**src/hw/rtl/caf2d_pkg.sv**
```systemverilog
`timescale 1ns / 1ps
`default_nettype none

package caf2d_pkg;

    localparam int COORD_W   = 32;
    localparam int FRAC_W    = 16;
    localparam int TRIG_W    = 18;
    localparam int REQ_W     = 3;
    localparam int OPW       = COORD_W + 1;
    localparam int PRODW     = 2 * OPW;
    localparam int ACCW      = PRODW + 2;
    localparam int ROM_DEPTH = 34;
    localparam int PC_W      = $clog2(ROM_DEPTH);

    localparam logic signed [COORD_W-1:0] FIX_ONE  = COORD_W'(64'd1 << FRAC_W);
    localparam logic signed [COORD_W-1:0] FIX_ZERO = '0;

    typedef enum logic [REQ_W-1:0] {
        REQ_IDENT     = 3'd0,
        REQ_TRANSLATE = 3'd1,
        REQ_ROTATE    = 3'd2,
        REQ_SCALE     = 3'd3,
        REQ_VERTEX    = 3'd4
    } req_t;

    typedef enum logic [3:0] {
        A_ONE, A_PX, A_PY, A_SN, A_NSN, A_OMC, A_OMAX, A_OMAY,
        A_M0, A_M1, A_M2, A_M3, A_M4, A_M5
    } asel_t;

    typedef enum logic [3:0] {
        B_C0, B_C1, B_C2, B_C3, B_C4, B_C5, B_PX, B_PY, B_ONE
    } bsel_t;

    typedef enum logic [3:0] {
        D_NONE, D_T0, D_T1, D_T2, D_T3, D_T4, D_T5, D_M2, D_M5, D_OX, D_OY
    } dst_t;

    typedef enum logic [1:0] {
        OP_NONE, OP_IDENT, OP_COMMIT, OP_EMIT
    } op_t;

    typedef enum logic [1:0] {
        SEQ_NEXT, SEQ_JUMP, SEQ_END, SEQ_WAIT_OUT
    } seq_t;

    typedef struct packed {
        asel_t            a_sel;
        bsel_t            b_sel;
        logic             first;
        dst_t             dst;
        op_t              op;
        seq_t             seq;
        logic [PC_W-1:0]  target;
    } cw_t;

    typedef struct packed {
        logic out_free;
    } st_t;

    localparam logic [PC_W-1:0] ADDR_IDENT   = PC_W'(0);
    localparam logic [PC_W-1:0] ADDR_NOP_END = PC_W'(1);
    localparam logic [PC_W-1:0] ADDR_ROTATE  = PC_W'(2);
    localparam logic [PC_W-1:0] ADDR_SCALE   = PC_W'(6);
    localparam logic [PC_W-1:0] ADDR_PREMUL  = PC_W'(8);
    localparam logic [PC_W-1:0] ADDR_VERTEX  = PC_W'(25);

    function automatic cw_t cw(asel_t a, bsel_t b, logic f, dst_t d, op_t o, seq_t s,
                               logic [PC_W-1:0] t);
        cw_t w;
        w.a_sel  = a;
        w.b_sel  = b;
        w.first  = f;
        w.dst    = d;
        w.op     = o;
        w.seq    = s;
        w.target = t;
        return w;
    endfunction

    localparam cw_t UCODE [ROM_DEPTH] = '{
        // identity, unused selector
        cw(A_ONE,  B_ONE, 1'b0, D_NONE, OP_IDENT,  SEQ_END,      '0),
        cw(A_ONE,  B_ONE, 1'b0, D_NONE, OP_NONE,   SEQ_END,      '0),
        // rotate: translation terms of the elementary matrix
        cw(A_OMC,  B_PX,  1'b1, D_NONE, OP_NONE,   SEQ_NEXT,     '0),
        cw(A_SN,   B_PY,  1'b0, D_M2,   OP_NONE,   SEQ_NEXT,     '0),
        cw(A_OMC,  B_PY,  1'b1, D_NONE, OP_NONE,   SEQ_NEXT,     '0),
        cw(A_NSN,  B_PX,  1'b0, D_M5,   OP_NONE,   SEQ_JUMP,     ADDR_PREMUL),
        // scale: translation terms of the elementary matrix
        cw(A_OMAX, B_PX,  1'b1, D_M2,   OP_NONE,   SEQ_NEXT,     '0),
        cw(A_OMAY, B_PY,  1'b1, D_M5,   OP_NONE,   SEQ_JUMP,     ADDR_PREMUL),
        // premultiply M * C
        cw(A_M0,   B_C0,  1'b1, D_NONE, OP_NONE,   SEQ_NEXT,     '0),
        cw(A_M1,   B_C3,  1'b0, D_T0,   OP_NONE,   SEQ_NEXT,     '0),
        cw(A_M0,   B_C1,  1'b1, D_NONE, OP_NONE,   SEQ_NEXT,     '0),
        cw(A_M1,   B_C4,  1'b0, D_T1,   OP_NONE,   SEQ_NEXT,     '0),
        cw(A_M0,   B_C2,  1'b1, D_NONE, OP_NONE,   SEQ_NEXT,     '0),
        cw(A_M1,   B_C5,  1'b0, D_NONE, OP_NONE,   SEQ_NEXT,     '0),
        cw(A_M2,   B_ONE, 1'b0, D_T2,   OP_NONE,   SEQ_NEXT,     '0),
        cw(A_M3,   B_C0,  1'b1, D_NONE, OP_NONE,   SEQ_NEXT,     '0),
        cw(A_M4,   B_C3,  1'b0, D_T3,   OP_NONE,   SEQ_NEXT,     '0),
        cw(A_M3,   B_C1,  1'b1, D_NONE, OP_NONE,   SEQ_NEXT,     '0),
        cw(A_M4,   B_C4,  1'b0, D_T4,   OP_NONE,   SEQ_NEXT,     '0),
        cw(A_M3,   B_C2,  1'b1, D_NONE, OP_NONE,   SEQ_NEXT,     '0),
        cw(A_M4,   B_C5,  1'b0, D_NONE, OP_NONE,   SEQ_NEXT,     '0),
        cw(A_M5,   B_ONE, 1'b0, D_T5,   OP_NONE,   SEQ_NEXT,     '0),
        cw(A_ONE,  B_ONE, 1'b0, D_NONE, OP_NONE,   SEQ_NEXT,     '0),
        cw(A_ONE,  B_ONE, 1'b0, D_NONE, OP_NONE,   SEQ_NEXT,     '0),
        cw(A_ONE,  B_ONE, 1'b0, D_NONE, OP_COMMIT, SEQ_END,      '0),
        // transform vertex
        cw(A_PX,   B_C0,  1'b1, D_NONE, OP_NONE,   SEQ_NEXT,     '0),
        cw(A_PY,   B_C1,  1'b0, D_NONE, OP_NONE,   SEQ_NEXT,     '0),
        cw(A_ONE,  B_C2,  1'b0, D_OX,   OP_NONE,   SEQ_NEXT,     '0),
        cw(A_PX,   B_C3,  1'b1, D_NONE, OP_NONE,   SEQ_NEXT,     '0),
        cw(A_PY,   B_C4,  1'b0, D_NONE, OP_NONE,   SEQ_NEXT,     '0),
        cw(A_ONE,  B_C5,  1'b0, D_OY,   OP_NONE,   SEQ_NEXT,     '0),
        cw(A_ONE,  B_ONE, 1'b0, D_NONE, OP_NONE,   SEQ_NEXT,     '0),
        cw(A_ONE,  B_ONE, 1'b0, D_NONE, OP_NONE,   SEQ_NEXT,     '0),
        cw(A_ONE,  B_ONE, 1'b0, D_NONE, OP_EMIT,   SEQ_WAIT_OUT, '0)
    };

    function automatic logic [PC_W-1:0] entry_of(logic [REQ_W-1:0] t);
        logic [PC_W-1:0] a;
        unique case (t)
            REQ_IDENT:     a = ADDR_IDENT;
            REQ_TRANSLATE: a = ADDR_PREMUL;
            REQ_ROTATE:    a = ADDR_ROTATE;
            REQ_SCALE:     a = ADDR_SCALE;
            REQ_VERTEX:    a = ADDR_VERTEX;
            default:       a = ADDR_NOP_END;
        endcase
        return a;
    endfunction

endpackage

`default_nettype wire

```
**src/hw/rtl/caf2d_seq.sv**
```systemverilog
`timescale 1ns / 1ps
`default_nettype none

module caf2d_seq
    import caf2d_pkg::*;
(
    input  wire logic             clk,
    input  wire logic             rst_n,
    input  wire logic             in_valid,
    output logic                  in_ready,
    input  wire logic [REQ_W-1:0] req_type,
    input  wire st_t              status,
    output cw_t                   ctl
);

    logic            busy_reg, busy_next;
    logic [PC_W-1:0] pc_reg, pc_next;
    logic            accept;
    cw_t             word;

    assign in_ready = !busy_reg;
    assign accept   = in_valid && in_ready;
    assign word     = UCODE[pc_reg];

    always_comb
    begin
        ctl = word;
        if (!busy_reg)
        begin
            ctl.op  = OP_NONE;
            ctl.dst = D_NONE;
        end
    end

    always_comb
    begin
        busy_next = busy_reg;
        pc_next   = pc_reg;
        if (accept)
        begin
            busy_next = 1'b1;
            pc_next   = entry_of(req_type);
        end
        else if (busy_reg)
        begin
            unique case (word.seq)
                SEQ_NEXT: pc_next = pc_reg + PC_W'(1);
                SEQ_JUMP: pc_next = word.target;
                SEQ_END:  busy_next = 1'b0;
                SEQ_WAIT_OUT:
                begin
                    if (status.out_free)
                    begin
                        busy_next = 1'b0;
                    end
                end
                default:  busy_next = 1'b0;
            endcase
        end
    end

    always_ff @(posedge clk or negedge rst_n)
    begin
        if (!rst_n)
        begin
            busy_reg <= 1'b0;
            pc_reg   <= '0;
        end
        else
        begin
            busy_reg <= busy_next;
            pc_reg   <= pc_next;
        end
    end

    a_accept_starts: assert property (@(posedge clk) disable iff (!rst_n)
        accept |=> busy_reg)
        else $error("sequencer did not start after a beat");

    a_end_stops: assert property (@(posedge clk) disable iff (!rst_n)
        busy_reg && word.seq == SEQ_END |=> !busy_reg)
        else $error("sequencer ran past an end step");

    a_pc_in_rom: assert property (@(posedge clk) disable iff (!rst_n)
        busy_reg |-> pc_reg < PC_W'(ROM_DEPTH))
        else $error("step counter left the control store");

endmodule

`default_nettype wire

```
**config.mk**
```make
export PLATFORM = sky130hd
export DESIGN_NAME = caf2d_seq
export DESIGN_NICKNAME = d
export VERILOG_FILES = /design/src/hw/rtl/caf2d_pkg.sv /design/src/hw/rtl/caf2d_seq.sv
export SDC_FILE = /design/constraint.sdc
export NUM_CORES = 1
export LEC_CHECK = 0
export ABC_AREA = 1
export ABC_CLOCK_PERIOD_IN_PS = 4300
export BUFFER_PORTS_ARGS = -buffer_cell sky130_fd_sc_hd__buf_2
export CAP_MARGIN = 20
export CELL_PAD_IN_SITES_DETAIL_PLACEMENT = 0
export CELL_PAD_IN_SITES_GLOBAL_PLACEMENT = 1
export CORE_UTILIZATION = 35
export DETAILED_ROUTE_END_ITERATION = 10
export HOLD_SLACK_MARGIN = 0.08
export PLACE_DENSITY = 0.79
export SLEW_MARGIN = 0
export SYNTH_ARGS = -nofsm -noshare
export SYNTH_HDL_FRONTEND = slang
export SYNTH_SLANG_ARGS = --single-unit
export TNS_END_PERCENT = 100
```
**constraint.sdc**
```tcl
create_clock -name clk -period 4.3 [get_ports clk]
set_clock_uncertainty 0.15 [all_clocks]
set_input_delay 0.645 -clock clk [delete_from_list [all_inputs] [get_ports clk]]
set_output_delay 0.645 -clock clk [all_outputs]
set_load 0.02 [all_outputs]
```
=== After elaboration in Yosys (flattened, before gate mapping) ===
Memories as Yosys holds them, arrays and structs flattened.
Index checks and enable logic that the tools add are counted.

* Register bits: 7
* Memory bits (read-only): 1472
* Bits of input ports: 7
* Output and inout bits: 24
* Logic and storage cells: 31
* Memories kept: 1

* $add $sub $neg: 1
* Magnitude comparators: 1
* Eq/ne operators: 7
* Muxes and demuxes: 11
* Bitwise operators: 1
* Reduce and logical (&&, ||, !) cells: 7

{| class="wikitable"
|+ Memory list
! name !! depth !! bits a word !! rd ports !! clocked after Yosys merged registers in !! write ports !! line !! text
|-
| (no name shown) || 64 || 23 || 1 || 0 || 0 || caf2d_seq.sv:23 || <nowiki>assign word = UCODE[pc_reg];</nowiki>
|}

{| class="wikitable"
|+ Operator list
! operator !! count
|-
| 2-to-1 mux 23 bit || 2
|-
| case mux 5 bit (5 select lines) || 1
|-
| 2-to-1 mux 6 bit || 3
|-
| case mux 6 bit (2 select lines) || 1
|-
| >= comparator 7 bit, second input constant || 1
|-
| inverter 6 -> 7 bit || 1
|-
| adder 6 x 1 -> 6 bit, second input constant || 1
|-
| == test 3 x 2 -> 1 bit, second input constant || 2
|-
| == test 2 bit, second input constant || 2
|-
| == test 3 x 1 -> 1 bit, second input constant || 1
|-
| == test 3 bit, second input constant || 1
|-
| logical NOT 3 bit || 1
|-
| 2-to-1 mux 1 bit || 3
|-
| nonzero test 3 bit || 1
|-
| == test 2 x 1 -> 1 bit, second input constant || 1
|-
| logical NOT 2 bit || 1
|-
| case mux 1 bit (2 select lines) || 1
|-
| AND reduction 2 bit || 1
|-
| nonzero test 2 bit || 1
|-
| logical AND 1 bit || 1
|-
| logical NOT 1 bit || 1
|}

=== Logic depth before layout (Yosys ltp) ===
Gate-level depths: netlist of the first run.

* Depth in word-level cells: 8
* Mapped depth: 12
* Depth with buffers taken out: 11

=== Least setup slack after synthesis of the first run ===
OpenSTA, ideal clock, no wires.

* Kind: register to output
* Start point: register pc_reg[0]
* End point: output port ctl[14] in the netlist's numbering
* Arrival: 1.688 ns
* Data required time: 3.505 ns
* Slack: 1.817 ns
* Cell stages (with the launch flop): 9
* Path buffers: 1
* Cell sequence: dfrtp_1 -> buf_4 -> inv_2 -> ha_1 -> nand2_2 -> inv_1 -> o21ai_1 -> nand2_1 -> nor3_1

{| class="wikitable"
|+ RTL lines
! element !! line !! text
|-
| start: declaration || caf2d_seq.sv:17 || <nowiki>logic [PC_W-1:0] pc_reg, pc_next;</nowiki>
|-
| start signal: assignment || caf2d_seq.sv:72 || <nowiki>pc_reg <= pc_next;</nowiki>
|-
| end: declaration || caf2d_seq.sv:13 || <nowiki>output cw_t ctl</nowiki>
|}

==> impl_metrics.ini, run 1 <==
[run_status]
outcome = complete, no violations

[critical_path]
start_kind = flip-flop
slowest_delay_ns = 0.60
crit_path_cell_trace = inv_2 -> ha_1 -> nand2_2 -> a21oi_1 -> o21ai_0 -> nand2_1 -> nor2_1 -> buf_2
cp_slowest_cell = dfrtp_1
endpoint_kind = primary output
crit_buf_inv = 2
crit_arrival_ns = 2.16
crit_type = flip-flop to primary output
worstPathRequired_ns = 3.50
cp_top_family = flip-flops
crit_path_max_fanout = 11

[floorplanning]
die-width_um = 59.1
die_y_um = 59.1
boundaryPins = 31
fp.coreArea_um2 = 3080
rows = 20
start_util_pct = 37.0
dieArea_um2 = 3490

[cells_and_area]
drive_gt1_share_pct = 19.3
largest_register_ffs = 6
nets = 233
syn_to_final_growth_pct = 12.2
diodes = 0

[synth]
synth_edf_count = 0
yosysWarnings = 0
yosysMostFrequentCell = nand2_1
synth_cell_type_count = 29
netlist_instances = 197
postSynth.asyncResetShare_pct = 100
netlist.area_leader.share_pct = 17.5
yosys.area.top_type = nand2_1
synth_area_leaders = nand2_1 17%, dfrtp_1 15%, nand3_1 7.9%
ys_seq_area_share_pct = 15.4
netlist_area_um2 = 1140
synth_seq_cells = 7
yosys-top-cells-count = 53 x nand2_1, 24 x inv_1, 18 x nand3_1
avgSynthCellArea_um2 = 5.79
synth-main-ff-cell = dfrtp_1

[drt]
via_per_inst = 5.00
first_pass_iters = 4
first_iter_violations = 63
routed_wl_um = 3110
ant_nets = 0
drc = 0
vias = 1311
routedWlPerCell_um = 11.9

[timing]
tightestPinTransition_ns = 0.601
period_minus_slack_ns = 2.96
setup_slack_ns = 1.34
post-route-period-util_pct = 68.7
drv_slew = 0
final.setup.tns_ns = 0
setup_viol_count_final = 0
max_slew_margin_pct = 59.9
hold_viol_final = 0
rsz0062_at_grt = false
hold_slack_ns = 0.524
clock.fmax_ghz = 0.338

[global_routing]
grt_max_degree = 22
antenna_found_initial = 0
grt_pass1_wl_um = 5260
grt_overflow = 0
grtUsageTotal_pct = 19.4
grt_pass1_vias = 1212

[clocking]
post_cts_resized = 0
cts.sinks = 7
clkTransAtPathRegs_ns = 0.05
clk_latency_ns = 0.25
cts_tree = built
htree_levels = 1
cts_root_buf = clkbuf_4
post-cts-setup-buffer-count = 0
clk_path_buf_depth = 2
cts_buffers = 3

[job]
drv_cap = 0

[power_and_ir_drop]
total_power_mw = 1.18
power_leakage_nw = 0.742
powerDensity_nw_per_um2 = 925
ir_drop_mv = 0.387

[min_path]
min_path_type = flip-flop to flip-flop

[placement]
dp_hpwl_um = 2440
port_buffers = 25
place.gp.congestion = 0.895
preCtsSetupSlack_ns = 1.63
worst reg2reg max path, stage by stage, from the launching register on:
cell     delay (ns)
dfrtp_1        0.53
inv_2          0.21
ha_1           0.20
inv_1          0.04
nor2_1         0.12
nand2_1        0.10
nand3_2        0.07
nand2_2        0.07
nand2_4        0.11
nand2_4        0.08
nand2_1        0.08
nand2_1        0.04
report_power, final:
group | switching (mW) | internal, mW
logic | 0.627 | 0.308
clock network | 0.0233 | 0.0354
registers | 0.0942 | 0.0947
per-layer routing:
metal | GRT usage, % | vias to the layer above | part of all wire, %
li1 | - | 669 | -
met1 | 25.7 | 596 | 45
met2 | 32.3 | 44 | 48
met3 | 3.49 | 2 | 6.4
met4 | 5.44 | 0 | 0.58
met5 | 0 | - | 0
cell families (layout without fill, tap and decap cells):
family	count (synthesis)	count (layout)	synth area share, %
buf+inv	41	58	17.3
compound gates	36	36	17.8
simple gates	105	105	41.5
fa+ha+maj	7	7	7.68
other cells	1	5	0.329
flops	7	7	15.4
layout make-up:
class / instances / area [um^2]
Fill cell: 375 / 1800
Multi-Input combinational cell: 153 / 782
Sequential cell: 7 / 175
Timing Repair Buffer: 26 / 135
Inverter: 28 / 105
Tap cell: 44 / 55.1
Clock buffer: 4 / 26.3
cells in the final DEF, fill, tap and decap left out, drive strengths merged, types with 3 or more instances in the layout:
master,Yosys,routed
o211ai,3,3
conb,1,5
nor2,18,18
inv,28,28
nand2,58,58
dfrtp,7,7
clkbuf,1,4
o21ai,16,16
nand3,19,19
nor3,8,8
buf,12,25
o22ai,3,3
a21oi,11,11
ha,7,7
path summary, 6_finish.rpt:
check | startpoint | end | slack, ns | depth (start not counted)
worst max-delay path | pc_reg[0] | ctl[19] | 1.34 | 8
worst min-delay path | pc_reg[1] | pc_reg[1] | 0.52 | 2
worst max register to register | pc_reg[0] | pc_reg[2] | 2.38 | 11
worst min register to register | pc_reg[1] | pc_reg[1] | 0.52 | 2
max in group asynchronous | rst_n | pc_reg[0] | 3.25 | 2
min in group asynchronous | rst_n | pc_reg[5] | 0.60 | 2
per-stage QoR:
| step | util [%] | cell area (um^2) | std cells |
|---|---|---|---|
| CTS | 41.5 | 1280 | 262 |
| finish | 41.5 | 1280 | 262 |
| detailed placement | 40.4 | 1240 | 257 |
| floorplan | - | 1150 | 201 |
| global placement | 40.4 | 1240 | 257 |
| global route | 41.5 | 1280 | 262 |
what timing repair did:
item | in CTS | in global routing
hold endpoints to repair | 7 | 0
endpoints found under the setup margin | 0 | 0
hold buffers | 1 | 0
(Power assumes the default switching activity.)
==> inputs of run 2 (changes only) <==
Settings changed: ABC_CLOCK_PERIOD_IN_PS 4300 to 2900.
Clock period 4.3 ns to 2.9 ns, I/O delays scaled along.
==> run 2 against run 1 <==
Critical endpoint unchanged. Sequential power rose by 35%. Cell count is 0.38% higher. Total power rose by 49%. Hold slack got worse by 0.19 ns. Wire length grew 1.5%. Clock power is 48% higher. Cell area grew 0.59%. Register-to-register slack got worse by 1.4 ns. Core utilization is 0.24 points higher. Via count decreased by 0.61%. Global-route usage is essentially flat. Sequential cell count is the same.
==> impl_metrics.ini, run 2 (synthesis results as in run 1) <==
[floorplanning]
boundaryPins = 31
dieArea_um2 = 3490
rows = 20
die-width_um = 59.1
fp.coreArea_um2 = 3080
start_util_pct = 37.0
die_y_um = 59.1

[placement]
placed_cell_area_um2 = 1250
preCtsSetupSlack_ns = 0.551
dp.cells = 258
place.gp.congestion = 0.941
dp_hpwl_um = 2540
port_buffers = 25

[cells_and_area]
drive_gt1_share_pct = 19.6
diodes = 0
fillCellCount = 367
instances_no_fill = 263
final_cell_mix = 53 x nand2_1, 25 x buf_2, 24 x inv_1, 18 x nand3_1, 15 x nor2_1
largest_register_ffs = 6
nets = 234
syn_to_final_growth_pct = 12.8
postLayoutCellArea_um2 = 1290
final_util_pct = 41.8
final_common_cell = nand2_1

[timing]
post-route-period-util_pct = 91.6
rsz0062_at_grt = false
drv_slew = 0
final.setup.tns_ns = 0
setup_slack_ns = 0.242
setup_viol_count_final = 0
period_minus_slack_ns = 2.66
hold_viol_final = 0
clock.fmax_ghz = 0.376
hold_slack_ns = 0.334

[clocking]
clk_latency_ns = 0.25
cts_root_buf = clkbuf_4
cts.sinks = 7
clk_path_buf_depth = 2
htree_levels = 1
clkTransAtPathRegs_ns = 0.05
cts_tree = built
cts_buffers = 3
post_cts_resized = 0

[critical_path]
crit_arrival_ns = 2.07
crit_type = flip-flop to primary output
rr_worst_depth = 11
endpoint_kind = primary output
r2r_start = pc_reg[0]
crit_path_max_fanout = 11
start_kind = flip-flop
worstPathRequired_ns = 2.32
startpoint = pc_reg[0]

[drt]
routed_wl_um = 3150
first_iter_violations = 59
via_per_inst = 4.95
ant_nets = 0
routedWlPerCell_um = 12.0
first_pass_iters = 5
vias = 1303
drc = 0

[min_path]
worstHoldStart = status
whs_path_depth = 4
min_path_type = input port to flip-flop

[global_routing]
grt_pass1_wl_um = 5200
antenna_found_initial = 0
grt_pass1_vias = 1162
grt_overflow = 0
grt_max_degree = 21
grtUsageTotal_pct = 19.4

[power_and_ir_drop]
total_power_mw = 1.77
ir_drop_mv = 0.418
power_leakage_nw = 0.748
powerDensity_nw_per_um2 = 1370

[job]
drv_cap = 0

[run_status]
outcome = complete, no violations
-- run 2: cell types whose count changed in the layout (fill, tap and decap cells not counted), sizes merged --
cell,before,now
buf,25,26
-- run 2: layout make-up --
cell class / instances / area [um^2] / share of cell area (%)
well taps: 44 / 55.1 / 4.28
multi-input cells: 153 / 782 / 60.8
clock buffers: 4 / 26.3 / 2.04
flip-flops and latches: 7 / 175 / 13.6
repair buffers: 27 / 143 / 11.1
inverters: 28 / 105 / 8.17
-- run 2: per-layer routing --
layer	routed length, um	track usage, %
met1	1390	24.6
met2	1510	33.0
met3	204	2.18
met4	53	8.50
met5	0	0
-- run 2: worst paths after layout --
check,to,slack [ns]
hold / removal,busy_reg,0.33
max in group asynchronous,pc_reg[4],2.06
hold reg to reg,pc_reg[1],0.52
setup reg to reg,pc_reg[0],1.01
min in group asynchronous,pc_reg[3],0.39
setup / recovery,ctl[19],0.24
-- run 2: worst max-delay path, stage by stage, from the launching register on --
cell and delay, ns:
dfrtp_1 0.56, inv_2 0.14, ha_1 0.38, nand2_2 0.11
a21oi_1 0.06, o21ai_0 0.23, nand2_1 0.08, nor2_1 0.08
buf_2 0.16
-- run 2: where the power goes --
group	total [mW]	internal, mW	switching [mW]
Combinational	1.42	0.463	0.962
Clock	0.0868	0.0524	0.0344
Sequential	0.256	0.141	0.115
-- run 2: timing repair --
action	4_1_cts	5_1_grt
hold endpoints to repair	7	0
setup buffers	0	0
hold buffers	1	0
