<file path="src/hw/rtl/caf2d_pkg.sv">
`timescale 1ns / 1ps
`default_nettype none

package caf2d_pkg;

    localparam int COORD_W   = 32;
    localparam int FRAC_W    = 16;
    localparam int TRIG_W    = 18;
    localparam int REQ_W     = 3;
    localparam int OPW       = COORD_W + 1;
    localparam int PRODW     = 2 * OPW;
    localparam int ACCW      = PRODW + 2;
    localparam int ROM_DEPTH = 34;
    localparam int PC_W      = $clog2(ROM_DEPTH);

    localparam logic signed [COORD_W-1:0] FIX_ONE  = COORD_W'(64'd1 << FRAC_W);
    localparam logic signed [COORD_W-1:0] FIX_ZERO = '0;

    typedef enum logic [REQ_W-1:0] {
        REQ_IDENT     = 3'd0,
        REQ_TRANSLATE = 3'd1,
        REQ_ROTATE    = 3'd2,
        REQ_SCALE     = 3'd3,
        REQ_VERTEX    = 3'd4
    } req_t;

    typedef enum logic [3:0] {
        A_ONE, A_PX, A_PY, A_SN, A_NSN, A_OMC, A_OMAX, A_OMAY,
        A_M0, A_M1, A_M2, A_M3, A_M4, A_M5
    } asel_t;

    typedef enum logic [3:0] {
        B_C0, B_C1, B_C2, B_C3, B_C4, B_C5, B_PX, B_PY, B_ONE
    } bsel_t;

    typedef enum logic [3:0] {
        D_NONE, D_T0, D_T1, D_T2, D_T3, D_T4, D_T5, D_M2, D_M5, D_OX, D_OY
    } dst_t;

    typedef enum logic [1:0] {
        OP_NONE, OP_IDENT, OP_COMMIT, OP_EMIT
    } op_t;

    typedef enum logic [1:0] {
        SEQ_NEXT, SEQ_JUMP, SEQ_END, SEQ_WAIT_OUT
    } seq_t;

    typedef struct packed {
        asel_t            a_sel;
        bsel_t            b_sel;
        logic             first;
        dst_t             dst;
        op_t              op;
        seq_t             seq;
        logic [PC_W-1:0]  target;
    } cw_t;

    typedef struct packed {
        logic out_free;
    } st_t;

    localparam logic [PC_W-1:0] ADDR_IDENT   = PC_W'(0);
    localparam logic [PC_W-1:0] ADDR_NOP_END = PC_W'(1);
    localparam logic [PC_W-1:0] ADDR_ROTATE  = PC_W'(2);
    localparam logic [PC_W-1:0] ADDR_SCALE   = PC_W'(6);
    localparam logic [PC_W-1:0] ADDR_PREMUL  = PC_W'(8);
    localparam logic [PC_W-1:0] ADDR_VERTEX  = PC_W'(25);

    function automatic cw_t cw(asel_t a, bsel_t b, logic f, dst_t d, op_t o, seq_t s,
                               logic [PC_W-1:0] t);
        cw_t w;
        w.a_sel  = a;
        w.b_sel  = b;
        w.first  = f;
        w.dst    = d;
        w.op     = o;
        w.seq    = s;
        w.target = t;
        return w;
    endfunction

    localparam cw_t UCODE [ROM_DEPTH] = '{
        // identity, unused selector
        cw(A_ONE,  B_ONE, 1'b0, D_NONE, OP_IDENT,  SEQ_END,      '0),
        cw(A_ONE,  B_ONE, 1'b0, D_NONE, OP_NONE,   SEQ_END,      '0),
        // rotate: translation terms of the elementary matrix
        cw(A_OMC,  B_PX,  1'b1, D_NONE, OP_NONE,   SEQ_NEXT,     '0),
        cw(A_SN,   B_PY,  1'b0, D_M2,   OP_NONE,   SEQ_NEXT,     '0),
        cw(A_OMC,  B_PY,  1'b1, D_NONE, OP_NONE,   SEQ_NEXT,     '0),
        cw(A_NSN,  B_PX,  1'b0, D_M5,   OP_NONE,   SEQ_JUMP,     ADDR_PREMUL),
        // scale: translation terms of the elementary matrix
        cw(A_OMAX, B_PX,  1'b1, D_M2,   OP_NONE,   SEQ_NEXT,     '0),
        cw(A_OMAY, B_PY,  1'b1, D_M5,   OP_NONE,   SEQ_JUMP,     ADDR_PREMUL),
        // premultiply M * C
        cw(A_M0,   B_C0,  1'b1, D_NONE, OP_NONE,   SEQ_NEXT,     '0),
        cw(A_M1,   B_C3,  1'b0, D_T0,   OP_NONE,   SEQ_NEXT,     '0),
        cw(A_M0,   B_C1,  1'b1, D_NONE, OP_NONE,   SEQ_NEXT,     '0),
        cw(A_M1,   B_C4,  1'b0, D_T1,   OP_NONE,   SEQ_NEXT,     '0),
        cw(A_M0,   B_C2,  1'b1, D_NONE, OP_NONE,   SEQ_NEXT,     '0),
        cw(A_M1,   B_C5,  1'b0, D_NONE, OP_NONE,   SEQ_NEXT,     '0),
        cw(A_M2,   B_ONE, 1'b0, D_T2,   OP_NONE,   SEQ_NEXT,     '0),
        cw(A_M3,   B_C0,  1'b1, D_NONE, OP_NONE,   SEQ_NEXT,     '0),
        cw(A_M4,   B_C3,  1'b0, D_T3,   OP_NONE,   SEQ_NEXT,     '0),
        cw(A_M3,   B_C1,  1'b1, D_NONE, OP_NONE,   SEQ_NEXT,     '0),
        cw(A_M4,   B_C4,  1'b0, D_T4,   OP_NONE,   SEQ_NEXT,     '0),
        cw(A_M3,   B_C2,  1'b1, D_NONE, OP_NONE,   SEQ_NEXT,     '0),
        cw(A_M4,   B_C5,  1'b0, D_NONE, OP_NONE,   SEQ_NEXT,     '0),
        cw(A_M5,   B_ONE, 1'b0, D_T5,   OP_NONE,   SEQ_NEXT,     '0),
        cw(A_ONE,  B_ONE, 1'b0, D_NONE, OP_NONE,   SEQ_NEXT,     '0),
        cw(A_ONE,  B_ONE, 1'b0, D_NONE, OP_NONE,   SEQ_NEXT,     '0),
        cw(A_ONE,  B_ONE, 1'b0, D_NONE, OP_COMMIT, SEQ_END,      '0),
        // transform vertex
        cw(A_PX,   B_C0,  1'b1, D_NONE, OP_NONE,   SEQ_NEXT,     '0),
        cw(A_PY,   B_C1,  1'b0, D_NONE, OP_NONE,   SEQ_NEXT,     '0),
        cw(A_ONE,  B_C2,  1'b0, D_OX,   OP_NONE,   SEQ_NEXT,     '0),
        cw(A_PX,   B_C3,  1'b1, D_NONE, OP_NONE,   SEQ_NEXT,     '0),
        cw(A_PY,   B_C4,  1'b0, D_NONE, OP_NONE,   SEQ_NEXT,     '0),
        cw(A_ONE,  B_C5,  1'b0, D_OY,   OP_NONE,   SEQ_NEXT,     '0),
        cw(A_ONE,  B_ONE, 1'b0, D_NONE, OP_NONE,   SEQ_NEXT,     '0),
        cw(A_ONE,  B_ONE, 1'b0, D_NONE, OP_NONE,   SEQ_NEXT,     '0),
        cw(A_ONE,  B_ONE, 1'b0, D_NONE, OP_EMIT,   SEQ_WAIT_OUT, '0)
    };

    function automatic logic [PC_W-1:0] entry_of(logic [REQ_W-1:0] t);
        logic [PC_W-1:0] a;
        unique case (t)
            REQ_IDENT:     a = ADDR_IDENT;
            REQ_TRANSLATE: a = ADDR_PREMUL;
            REQ_ROTATE:    a = ADDR_ROTATE;
            REQ_SCALE:     a = ADDR_SCALE;
            REQ_VERTEX:    a = ADDR_VERTEX;
            default:       a = ADDR_NOP_END;
        endcase
        return a;
    endfunction

endpackage

`default_nettype wire

</file>
<file path="src/hw/rtl/caf2d_dp.sv">
`timescale 1ns / 1ps
`default_nettype none

module caf2d_dp
    import caf2d_pkg::*;
(
    input  wire logic                      clk,
    input  wire logic                      rst_n,
    input  wire logic                      accept,
    input  wire logic [REQ_W-1:0]          req_type,
    input  wire logic signed [COORD_W-1:0] arg_x,
    input  wire logic signed [COORD_W-1:0] arg_y,
    input  wire logic signed [TRIG_W-1:0]  cos_term,
    input  wire logic signed [TRIG_W-1:0]  sin_term,
    input  wire logic signed [COORD_W-1:0] point_x,
    input  wire logic signed [COORD_W-1:0] point_y,
    input  wire logic                      last_in,
    input  wire cw_t                       ctl,
    output st_t                            status,
    output logic                           out_valid,
    input  wire logic                      out_ready,
    output logic signed [COORD_W-1:0]     out_x,
    output logic signed [COORD_W-1:0]     out_y,
    output logic                           last_out
);

    localparam logic signed [OPW-1:0] OP_ONE = {{(OPW-COORD_W){1'b0}}, FIX_ONE};
    localparam logic signed [OPW-1:0] OP_ZERO = '0;
    localparam logic signed [ACCW-1:0] HALF = ACCW'(1) << (FRAC_W - 1);
    localparam logic signed [ACCW-1:0] SAT_HI =
        {{(ACCW-COORD_W+1){1'b0}}, {(COORD_W-1){1'b1}}};
    localparam logic signed [ACCW-1:0] SAT_LO =
        {{(ACCW-COORD_W+1){1'b1}}, {(COORD_W-1){1'b0}}};

    logic [REQ_W-1:0]        kind_reg;
    logic signed [OPW-1:0]   ax_reg, ay_reg, sn_reg, nsn_reg, cs_reg;
    logic signed [OPW-1:0]   omc_reg, omax_reg, omay_reg, px_reg, py_reg;
    logic                    last_reg;

    logic signed [COORD_W-1:0] c_reg [6];
    logic signed [COORD_W-1:0] t_reg [6];
    logic signed [COORD_W-1:0] m2_reg, m5_reg, ox_reg, oy_reg;

    logic signed [OPW-1:0]   m0, m1, m2, m3, m4, m5;
    logic signed [OPW-1:0]   op_a, op_b;
    logic signed [PRODW-1:0] prod_reg, prod_next;
    logic signed [ACCW-1:0]  acc_reg, acc_next, prod_ext, rnd, shifted;
    logic signed [COORD_W-1:0] fix_val;
    logic                    first_1;
    dst_t                    dst_1, dst_2;

    logic                    out_valid_reg, out_valid_next;
    logic signed [COORD_W-1:0] out_x_reg, out_y_reg;
    logic                    last_out_reg;
    logic                    out_free, emit;

    function automatic logic signed [OPW-1:0] ext_c(logic signed [COORD_W-1:0] v);
        return {{(OPW-COORD_W){v[COORD_W-1]}}, v};
    endfunction

    function automatic logic signed [OPW-1:0] ext_t(logic signed [TRIG_W-1:0] v);
        return {{(OPW-TRIG_W){v[TRIG_W-1]}}, v};
    endfunction

    // latch operands at the accepted beat
    always_ff @(posedge clk)
    begin
        if (accept)
        begin
            kind_reg <= req_type;
            ax_reg   <= ext_c(arg_x);
            ay_reg   <= ext_c(arg_y);
            cs_reg   <= ext_t(cos_term);
            sn_reg   <= ext_t(sin_term);
            nsn_reg  <= OP_ZERO - ext_t(sin_term);
            omc_reg  <= OP_ONE - ext_t(cos_term);
            omax_reg <= OP_ONE - ext_c(arg_x);
            omay_reg <= OP_ONE - ext_c(arg_y);
            px_reg   <= ext_c(point_x);
            py_reg   <= ext_c(point_y);
            last_reg <= last_in;
        end
    end

    always_comb
    begin
        unique case (kind_reg)
            REQ_TRANSLATE:
            begin
                m0 = OP_ONE;  m1 = OP_ZERO; m2 = ax_reg;
                m3 = OP_ZERO; m4 = OP_ONE;  m5 = ay_reg;
            end
            REQ_ROTATE:
            begin
                m0 = cs_reg;  m1 = nsn_reg; m2 = ext_c(m2_reg);
                m3 = sn_reg;  m4 = cs_reg;  m5 = ext_c(m5_reg);
            end
            default:
            begin
                m0 = ax_reg;  m1 = OP_ZERO; m2 = ext_c(m2_reg);
                m3 = OP_ZERO; m4 = ay_reg;  m5 = ext_c(m5_reg);
            end
        endcase
    end

    always_comb
    begin
        unique case (ctl.a_sel)
            A_ONE:   op_a = OP_ONE;
            A_PX:    op_a = px_reg;
            A_PY:    op_a = py_reg;
            A_SN:    op_a = sn_reg;
            A_NSN:   op_a = nsn_reg;
            A_OMC:   op_a = omc_reg;
            A_OMAX:  op_a = omax_reg;
            A_OMAY:  op_a = omay_reg;
            A_M0:    op_a = m0;
            A_M1:    op_a = m1;
            A_M2:    op_a = m2;
            A_M3:    op_a = m3;
            A_M4:    op_a = m4;
            A_M5:    op_a = m5;
            default: op_a = OP_ZERO;
        endcase
    end

    always_comb
    begin
        unique case (ctl.b_sel)
            B_C0:    op_b = ext_c(c_reg[0]);
            B_C1:    op_b = ext_c(c_reg[1]);
            B_C2:    op_b = ext_c(c_reg[2]);
            B_C3:    op_b = ext_c(c_reg[3]);
            B_C4:    op_b = ext_c(c_reg[4]);
            B_C5:    op_b = ext_c(c_reg[5]);
            B_PX:    op_b = px_reg;
            B_PY:    op_b = py_reg;
            B_ONE:   op_b = OP_ONE;
            default: op_b = OP_ZERO;
        endcase
    end

    assign prod_next = op_a * op_b;
    assign prod_ext  = {{(ACCW-PRODW){prod_reg[PRODW-1]}}, prod_reg};
    assign acc_next  = first_1 ? prod_ext : acc_reg + prod_ext;

    // round half up, then saturate
    assign rnd     = acc_reg + HALF;
    assign shifted = rnd >>> FRAC_W;
    always_comb
    begin
        if (shifted > SAT_HI)
        begin
            fix_val = SAT_HI[COORD_W-1:0];
        end
        else if (shifted < SAT_LO)
        begin
            fix_val = SAT_LO[COORD_W-1:0];
        end
        else
        begin
            fix_val = shifted[COORD_W-1:0];
        end
    end

    always_ff @(posedge clk)
    begin
        prod_reg <= prod_next;
        acc_reg  <= acc_next;
    end

    always_ff @(posedge clk or negedge rst_n)
    begin
        if (!rst_n)
        begin
            first_1 <= 1'b0;
            dst_1   <= D_NONE;
            dst_2   <= D_NONE;
        end
        else
        begin
            first_1 <= ctl.first;
            dst_1   <= ctl.dst;
            dst_2   <= dst_1;
        end
    end

    always_ff @(posedge clk)
    begin
        case (dst_2)
            D_T0:    t_reg[0] <= fix_val;
            D_T1:    t_reg[1] <= fix_val;
            D_T2:    t_reg[2] <= fix_val;
            D_T3:    t_reg[3] <= fix_val;
            D_T4:    t_reg[4] <= fix_val;
            D_T5:    t_reg[5] <= fix_val;
            D_M2:    m2_reg   <= fix_val;
            D_M5:    m5_reg   <= fix_val;
            D_OX:    ox_reg   <= fix_val;
            D_OY:    oy_reg   <= fix_val;
            default: ;
        endcase
    end

    always_ff @(posedge clk or negedge rst_n)
    begin
        if (!rst_n)
        begin
            c_reg[0] <= FIX_ONE;
            c_reg[1] <= FIX_ZERO;
            c_reg[2] <= FIX_ZERO;
            c_reg[3] <= FIX_ZERO;
            c_reg[4] <= FIX_ONE;
            c_reg[5] <= FIX_ZERO;
        end
        else if (ctl.op == OP_IDENT)
        begin
            c_reg[0] <= FIX_ONE;
            c_reg[1] <= FIX_ZERO;
            c_reg[2] <= FIX_ZERO;
            c_reg[3] <= FIX_ZERO;
            c_reg[4] <= FIX_ONE;
            c_reg[5] <= FIX_ZERO;
        end
        else if (ctl.op == OP_COMMIT)
        begin
            c_reg <= t_reg;
        end
    end

    // output slot: hold while stalled, load on emit
    assign out_free        = !out_valid_reg || out_ready;
    assign emit            = (ctl.op == OP_EMIT) && out_free;
    assign status.out_free = out_free;

    always_comb
    begin
        out_valid_next = out_valid_reg;
        if (emit)
        begin
            out_valid_next = 1'b1;
        end
        else if (out_ready)
        begin
            out_valid_next = 1'b0;
        end
    end

    always_ff @(posedge clk or negedge rst_n)
    begin
        if (!rst_n)
        begin
            out_valid_reg <= 1'b0;
        end
        else
        begin
            out_valid_reg <= out_valid_next;
        end
    end

    always_ff @(posedge clk)
    begin
        if (emit)
        begin
            out_x_reg    <= ox_reg;
            out_y_reg    <= oy_reg;
            last_out_reg <= last_reg;
        end
    end

    assign out_valid = out_valid_reg;
    assign out_x     = out_x_reg;
    assign out_y     = out_y_reg;
    assign last_out  = last_out_reg;

    a_emit_loads: assert property (@(posedge clk) disable iff (!rst_n)
        emit |=> out_valid_reg)
        else $error("emit step did not present a beat");

    a_commit_drained: assert property (@(posedge clk) disable iff (!rst_n)
        ctl.op == OP_COMMIT |-> dst_1 == D_NONE && dst_2 == D_NONE)
        else $error("commit while a product is still in flight");

    a_emit_drained: assert property (@(posedge clk) disable iff (!rst_n)
        ctl.op == OP_EMIT |-> dst_1 == D_NONE && dst_2 == D_NONE)
        else $error("emit while a vertex term is still in flight");

endmodule

`default_nettype wire

</file>
<file path="config.mk">
export PLATFORM = sky130hd
export DESIGN_NAME = caf2d_dp
export DESIGN_NICKNAME = d
export VERILOG_FILES = /design/src/hw/rtl/caf2d_pkg.sv /design/src/hw/rtl/caf2d_dp.sv
export SDC_FILE = /design/constraint.sdc
export NUM_CORES = 2
export LEC_CHECK = 0
export BUFFER_PORTS_ARGS = -buffer_cell sky130_fd_sc_hd__buf_2
export CAP_MARGIN = 15
export CORE_MARGIN = 5
export CORE_UTILIZATION = 45
export DETAILED_ROUTE_END_ITERATION = 6
export SLEW_MARGIN = 40
export SYNTH_ARGS = -nofsm -noshare
export SYNTH_HDL_FRONTEND = slang
export SYNTH_SLANG_ARGS = --single-unit
</file>
<file path="constraint.sdc">
create_clock -name clk -period 10.3 [get_ports clk]
set_input_delay 1.03 -clock clk [delete_from_list [all_inputs] [get_ports clk]]
set_output_delay 1.03 -clock clk [all_outputs]
set_load 0.03 [all_outputs]
</file>
* Word-level counts from Yosys, hierarchy flattened
Cells that the tools add are included.
Word-level totals: register bits after elaboration 1021, latch bits 0, memory bits (writable) 0, memory bits (read-only) 0, input port bits 195, word-level logic and storage cells 104, memories 0
Cells by class: add/subtract/negate cells 6, multipliers 1, divide/modulo/power cells 0, order comparisons 2, equality and inequality tests 36, shifts and indexed selects 0, muxes and demuxes 15, bitwise operators 0, reductions and logical operators 7
Operators by type and width (count):
- one-hot mux 33 bit (14 select lines) | 1
- two-way mux 192 bit | 2
- one-hot mux 33 bit (9 select lines) | 1
- two-way mux 33 bit | 4
- one-hot mux 33 bit (2 select lines) | 2
- adder 68 x 17 -> 68 bit, second input constant | 1
- adder 68 x 66 -> 68 bit | 1
- two-way mux 68 bit | 1
- multiplier 33 x 33 -> 66 bit | 1
- subtractor 18 x 32 -> 33 bit, first input constant | 2
- two-way mux 32 bit | 2
- > comparator 52 x 32 -> 1 bit, second input constant | 1
- < comparator 52 x 32 -> 1 bit, second input constant | 1
- equality test 4 x 3 -> 1 bit, second input constant | 12
- equality test 4 bit, second input constant | 10
- equality test 4 x 2 -> 1 bit, second input constant | 6
- subtractor 1 x 18 -> 19 bit, first input constant | 1
- subtractor 18 x 18 -> 19 bit, first input constant | 1
- equality test 4 x 1 -> 1 bit, second input constant | 3
- logical NOT 4 bit | 2
- equality test 2 bit, second input constant | 2
- nonzero test 2 bit | 2
- equality test 3 x 1 -> 1 bit, second input constant | 1
- equality test 3 x 2 -> 1 bit, second input constant | 1
- other kinds (5) | 6

* Longest topological paths before layout
depth after elaboration 4, mapped depth 40

* Worst setup path after synthesis
OpenSTA, ideal clock, no wires.
kind input -> register, start input ctl[22] (netlist bit), end register prod_reg[65], setup time 0.072 ns, arrival time 10.532 ns, required time 10.228 ns, setup slack -0.304 ns, cell stages on the path 34, buffers on the path 3, cell sequence clkbuf_1 nand2b_1 nor3_1 or2_1 nand2_1 nand3_1 clkbuf_1 nor4_1 nand2_1 clkbuf_1 nand2_1 fa_1 inv_1 fa_1 fa_1 inv_1 fa_1 inv_1 fa_1 fa_1 fa_1 inv_1 fa_1 inv_1 ha_1 a21o_1 a211oi_1 inv_1 nor3_1 a21oi_1 a31oi_1 a31oi_1 a221oi_1 xnor2_1
Between the ends: cells in the longest elaborated chain, start to end 3
RTL lines:
- start, declared | line caf2d_dp.sv:18 | input wire cw_t ctl,
- equality test 4 bit (tied with other cells) | line caf2d_dp.sv:108 | unique case (ctl.a_sel)
- one-hot mux 33 bit (14 select lines) (*) | line caf2d_dp.sv:108
- multiplier 33 x 33 -> 66 bit (*) | line caf2d_dp.sv:143 | assign prod_next = op_a * op_b;
- net prod_next[65] | line caf2d_dp.sv:46 | logic signed [PRODW-1:0] prod_reg, prod_next;
- end signal, assigned | line caf2d_dp.sv:168 | prod_reg <= prod_next;
- end, declared | line caf2d_dp.sv:46
Mark *: on every way through the listed nets, which the timed path passes. The rest lies on a longest branch. A chain may end at the register's enable or synchronous reset.

* Worst setup path after layout
start register kind_reg[2], end register prod_reg[60]
Between the ends: cells in the longest elaborated chain, start to end 4
RTL lines:
- start, declared | line caf2d_dp.sv:35 | logic [REQ_W-1:0] kind_reg;
- start signal, assigned | line caf2d_dp.sv:70 | kind_reg <= req_type;
- equality test 3 x 2 -> 1 bit or equality test 3 x 1 -> 1 bit (tied branches) | line caf2d_dp.sv:87 | unique case (kind_reg)
- one-hot mux 33 bit (2 select lines) or two-way mux 33 bit (tied branches) | line caf2d_dp.sv:87
- one-hot mux 33 bit (14 select lines) (*) | line caf2d_dp.sv:108
- multiplier 33 x 33 -> 66 bit (*) | line caf2d_dp.sv:143
- net prod_next[60] | line caf2d_dp.sv:46
Marked as above.

==> metrics.md <==
| Metric | Value |
|---|---|
| Status | complete, but fails checks |
| Failing checks | DRC |
| TNS Setup | 0 ns |
| Clock buffer depth | 3 |
| Pre-antenna DRT Iters | 7 |
| CTS tree | built |
| Antenna violations before repair | 21 |
| Routed Antenna Nets | 0 |
| Commonest non-fill, non-tap cell in the layout | inv_1 |
| CP endpoint kind | register |
| DRC viols | 5 |
| Row cnt | between 150 and 200 |
| First-pass GRT wire length | roughly 400000 um |
| Gr ovfl total | 0 |
| Num CTS Buffers | about 110 |
| Vias in the first global route | slightly above 60k |
| Proportion of synthesized chip area in sequential cells | between 30% and 40% |
| Endpoints failing hold | 0 |
| Synth cell types | 96 |
| Max Cap Viol | 0 |
| CTS clk-pin slew, worst paths | about 0.060 ns |
| Routed WL | 257000 um |
| Largest net degree at the start of global routing | 160 |
| Worst reg-to-reg setup slack | approximately 0.36 ns |
| Min Tclk post-route | 9.94 ns |
| Worst rel slew slack | between 40% and 50% |
| Vias per cell | around 5.4 |
| Hold Buf Count CTS | 0 |
| Top layer in use | met5 |
| First DRT Iteration DRCs | roughly 5k |
| Critical path's slowest cell | fa_1 |
| Mapped Nets | about 9.5k |
| DIE AREA | 188000 um2 |
| Share of post-route cells with drive strength above 1 | 14.7% |
| Gr usage total | between 20% and 30% |
| Number of flops mapped to enable cells by yosys | 653 |
| Clock skew | 0.0563 ns |
| Met2 WL | around 120000 um |
| Post-synthesis cell area | 80700 um2 |
| Max incr delay on CP | 0.57 ns |
| Worst Path Required | 10.91 ns |
| Synth Flop Type | edfxtp_1 |
| Worst Path Max Fanout | 21 |
| Worst Slack Setup Final | about 0.36 ns |
| Worst-Margin Slew | 0.863 ns |
| Slew Viols, Final | 0 |
| Async SR Flop Fraction | just over 20% |
| Initial core utilization | 45.3% |
| # nets final | 10.2k |
| Reg-to-Reg End | prod_reg[60] |
| Worst path most repeated cell | fa_1 |
| Synth warn | 0 |
| Die W | approximately 430 um |
| Crit start category | register |
| Routed length per instance | 23.4 um |
| Crit path DAT | 10.55 ns |
| Final period util | 96.5% |
| Critical Setup Path Class | reg -> reg |
| Routability cong. | approximately 0.96 |
| CTS HTree Levels | 3 |
| Met1 wire length | ~110000 um |
| Synthesized area per cell | 10.3 um2 |
| CTS sink cnt | 989 |
| DP HPWL | roughly 210000 um |
| Post-Place Worst Slack | -0.468 ns |
| Core region area | around 180000 um2 |
| Port Buffer Count | 253 |
| P&R area growth vs syn | 17.1% |
| Most frequent cells in the layout | 1273 x inv_1, 1144 x fa_1, 1085 x nand2_1, 653 x edfxtp_1, 584 x nor2_1 |
| # IOs | around 260 |
| Synthesized flop and latch total | between 900 and 1k |
| Die extent in y | 434 um |
| Vias | 59.8k |
| Hold Path Class | in -> async |
| Endpoints failing setup | 0 |
| CTS root buf | clkbuf_16 |
| FF-to-FF Start | kind_reg[2] |
| Fmax | between 100 and 150 MHz |
| Worst skew pair latency | around 0.8 ns |
| Post-Synthesis Cells | between 7k and 8k |
| WL met3 | roughly 22000 um |
| Worst R2R Path Depth | 34 |
## area by class of cell
class | instances | area, um2
diodes | 5 | 12.5
clock buffers | 142 | 2970
clock inverters | 58 | 742
fillers | 15900 | 83900
inverters | 1283 | 4820
multi-input cells | 5192 | 47500
flip-flops and latches | 989 | 27400
well taps | 2355 | 2950
repair buffers | 960 | 8120
## synth_stat cells, types with 73 or more instances
library cell,n,area [um2]
xnor2_1,150,1310
xor2_1,100,876
fa_1,1147,23000
inv_1,1273,4780
nand2b_1,224,1400
o21ai_0,341,1710
dfrtp_1,200,5000
nor2_1,595,2230
a21o_1,73,548
dfxtp_1,134,2680
clkbuf_1,328,1230
ha_1,290,3630
a22oi_1,215,1610
edfxtp_1,653,19600
nand2_1,1086,4080
a21oi_1,204,1020
## critical path: cells and delay by family (launching register included)
kind | cells | cell delay (ns)
mux | 1 | 0.20
simple gates | 5 | 1.28
fa+ha+maj | 9 | 4.25
xor+xnor | 1 | 0.14
compound gates | 10 | 2.49
buf+inv | 8 | 0.98
flops | 1 | 0.43
## routing by layer
metal  track usage [%]  vias up
met1              38.0    30300
met5                 0        -
li1                  -    26600
met2              43.9     2363
met3              5.68      461
met4              10.8       10
## repair_timing
item	CTS	global route
setup buffers	0	0
endpoints found under the setup margin	0	8
gates resized for setup	0	12
## cell families after synthesis
group | Yosys count | synth area share, %
buffers and inverters | 1670 | 7.86
AOI/OAI and AO/OA | 1110 | 8.83
xor gates and xnor gates | 250 | 2.71
DFF | 989 | 33.9
muxes | 56 | 0.699
adders and majority gates | 1437 | 32.9
and+or+nand+nor | 2339 | 13.1
## worst max-delay path by stage
| stage | start | end | slack [ns] | cells past startpoint |
|---|---|---|---|---|
| finish | kind_reg[2] | prod_reg[60] | 0.36 | 34 |
| global route | kind_reg[1] | prod_reg[60] | -0.002 | 34 |
| floorplan | ctl[20] | prod_reg[65] | 0.02 | 34 |
| CTS | kind_reg[1] | prod_reg[60] | 0.12 | 34 |
| global placement | ctl[19] | prod_reg[60] | -0.47 | 36 |
| detailed placement | ctl[19] | prod_reg[60] | -0.47 | 36 |
## through the flow
step	cells	utilization [%]	hold slack [ns]	instance area (um2)
after floorplan	7851	-	0.331	80700
after global placement	10800	50.6	0.336	90300
after detailed placement	10800	50.8	0.340	90700
after CTS	11000	52.9	0.259	94400
after global routing	11000	53.0	0.286	94500
final	11000	53.0	0.269	94500
Power is left out: the tool's default activity adds up to more than one toggle a clock period on the data nets, which glitch-free logic cannot reach.
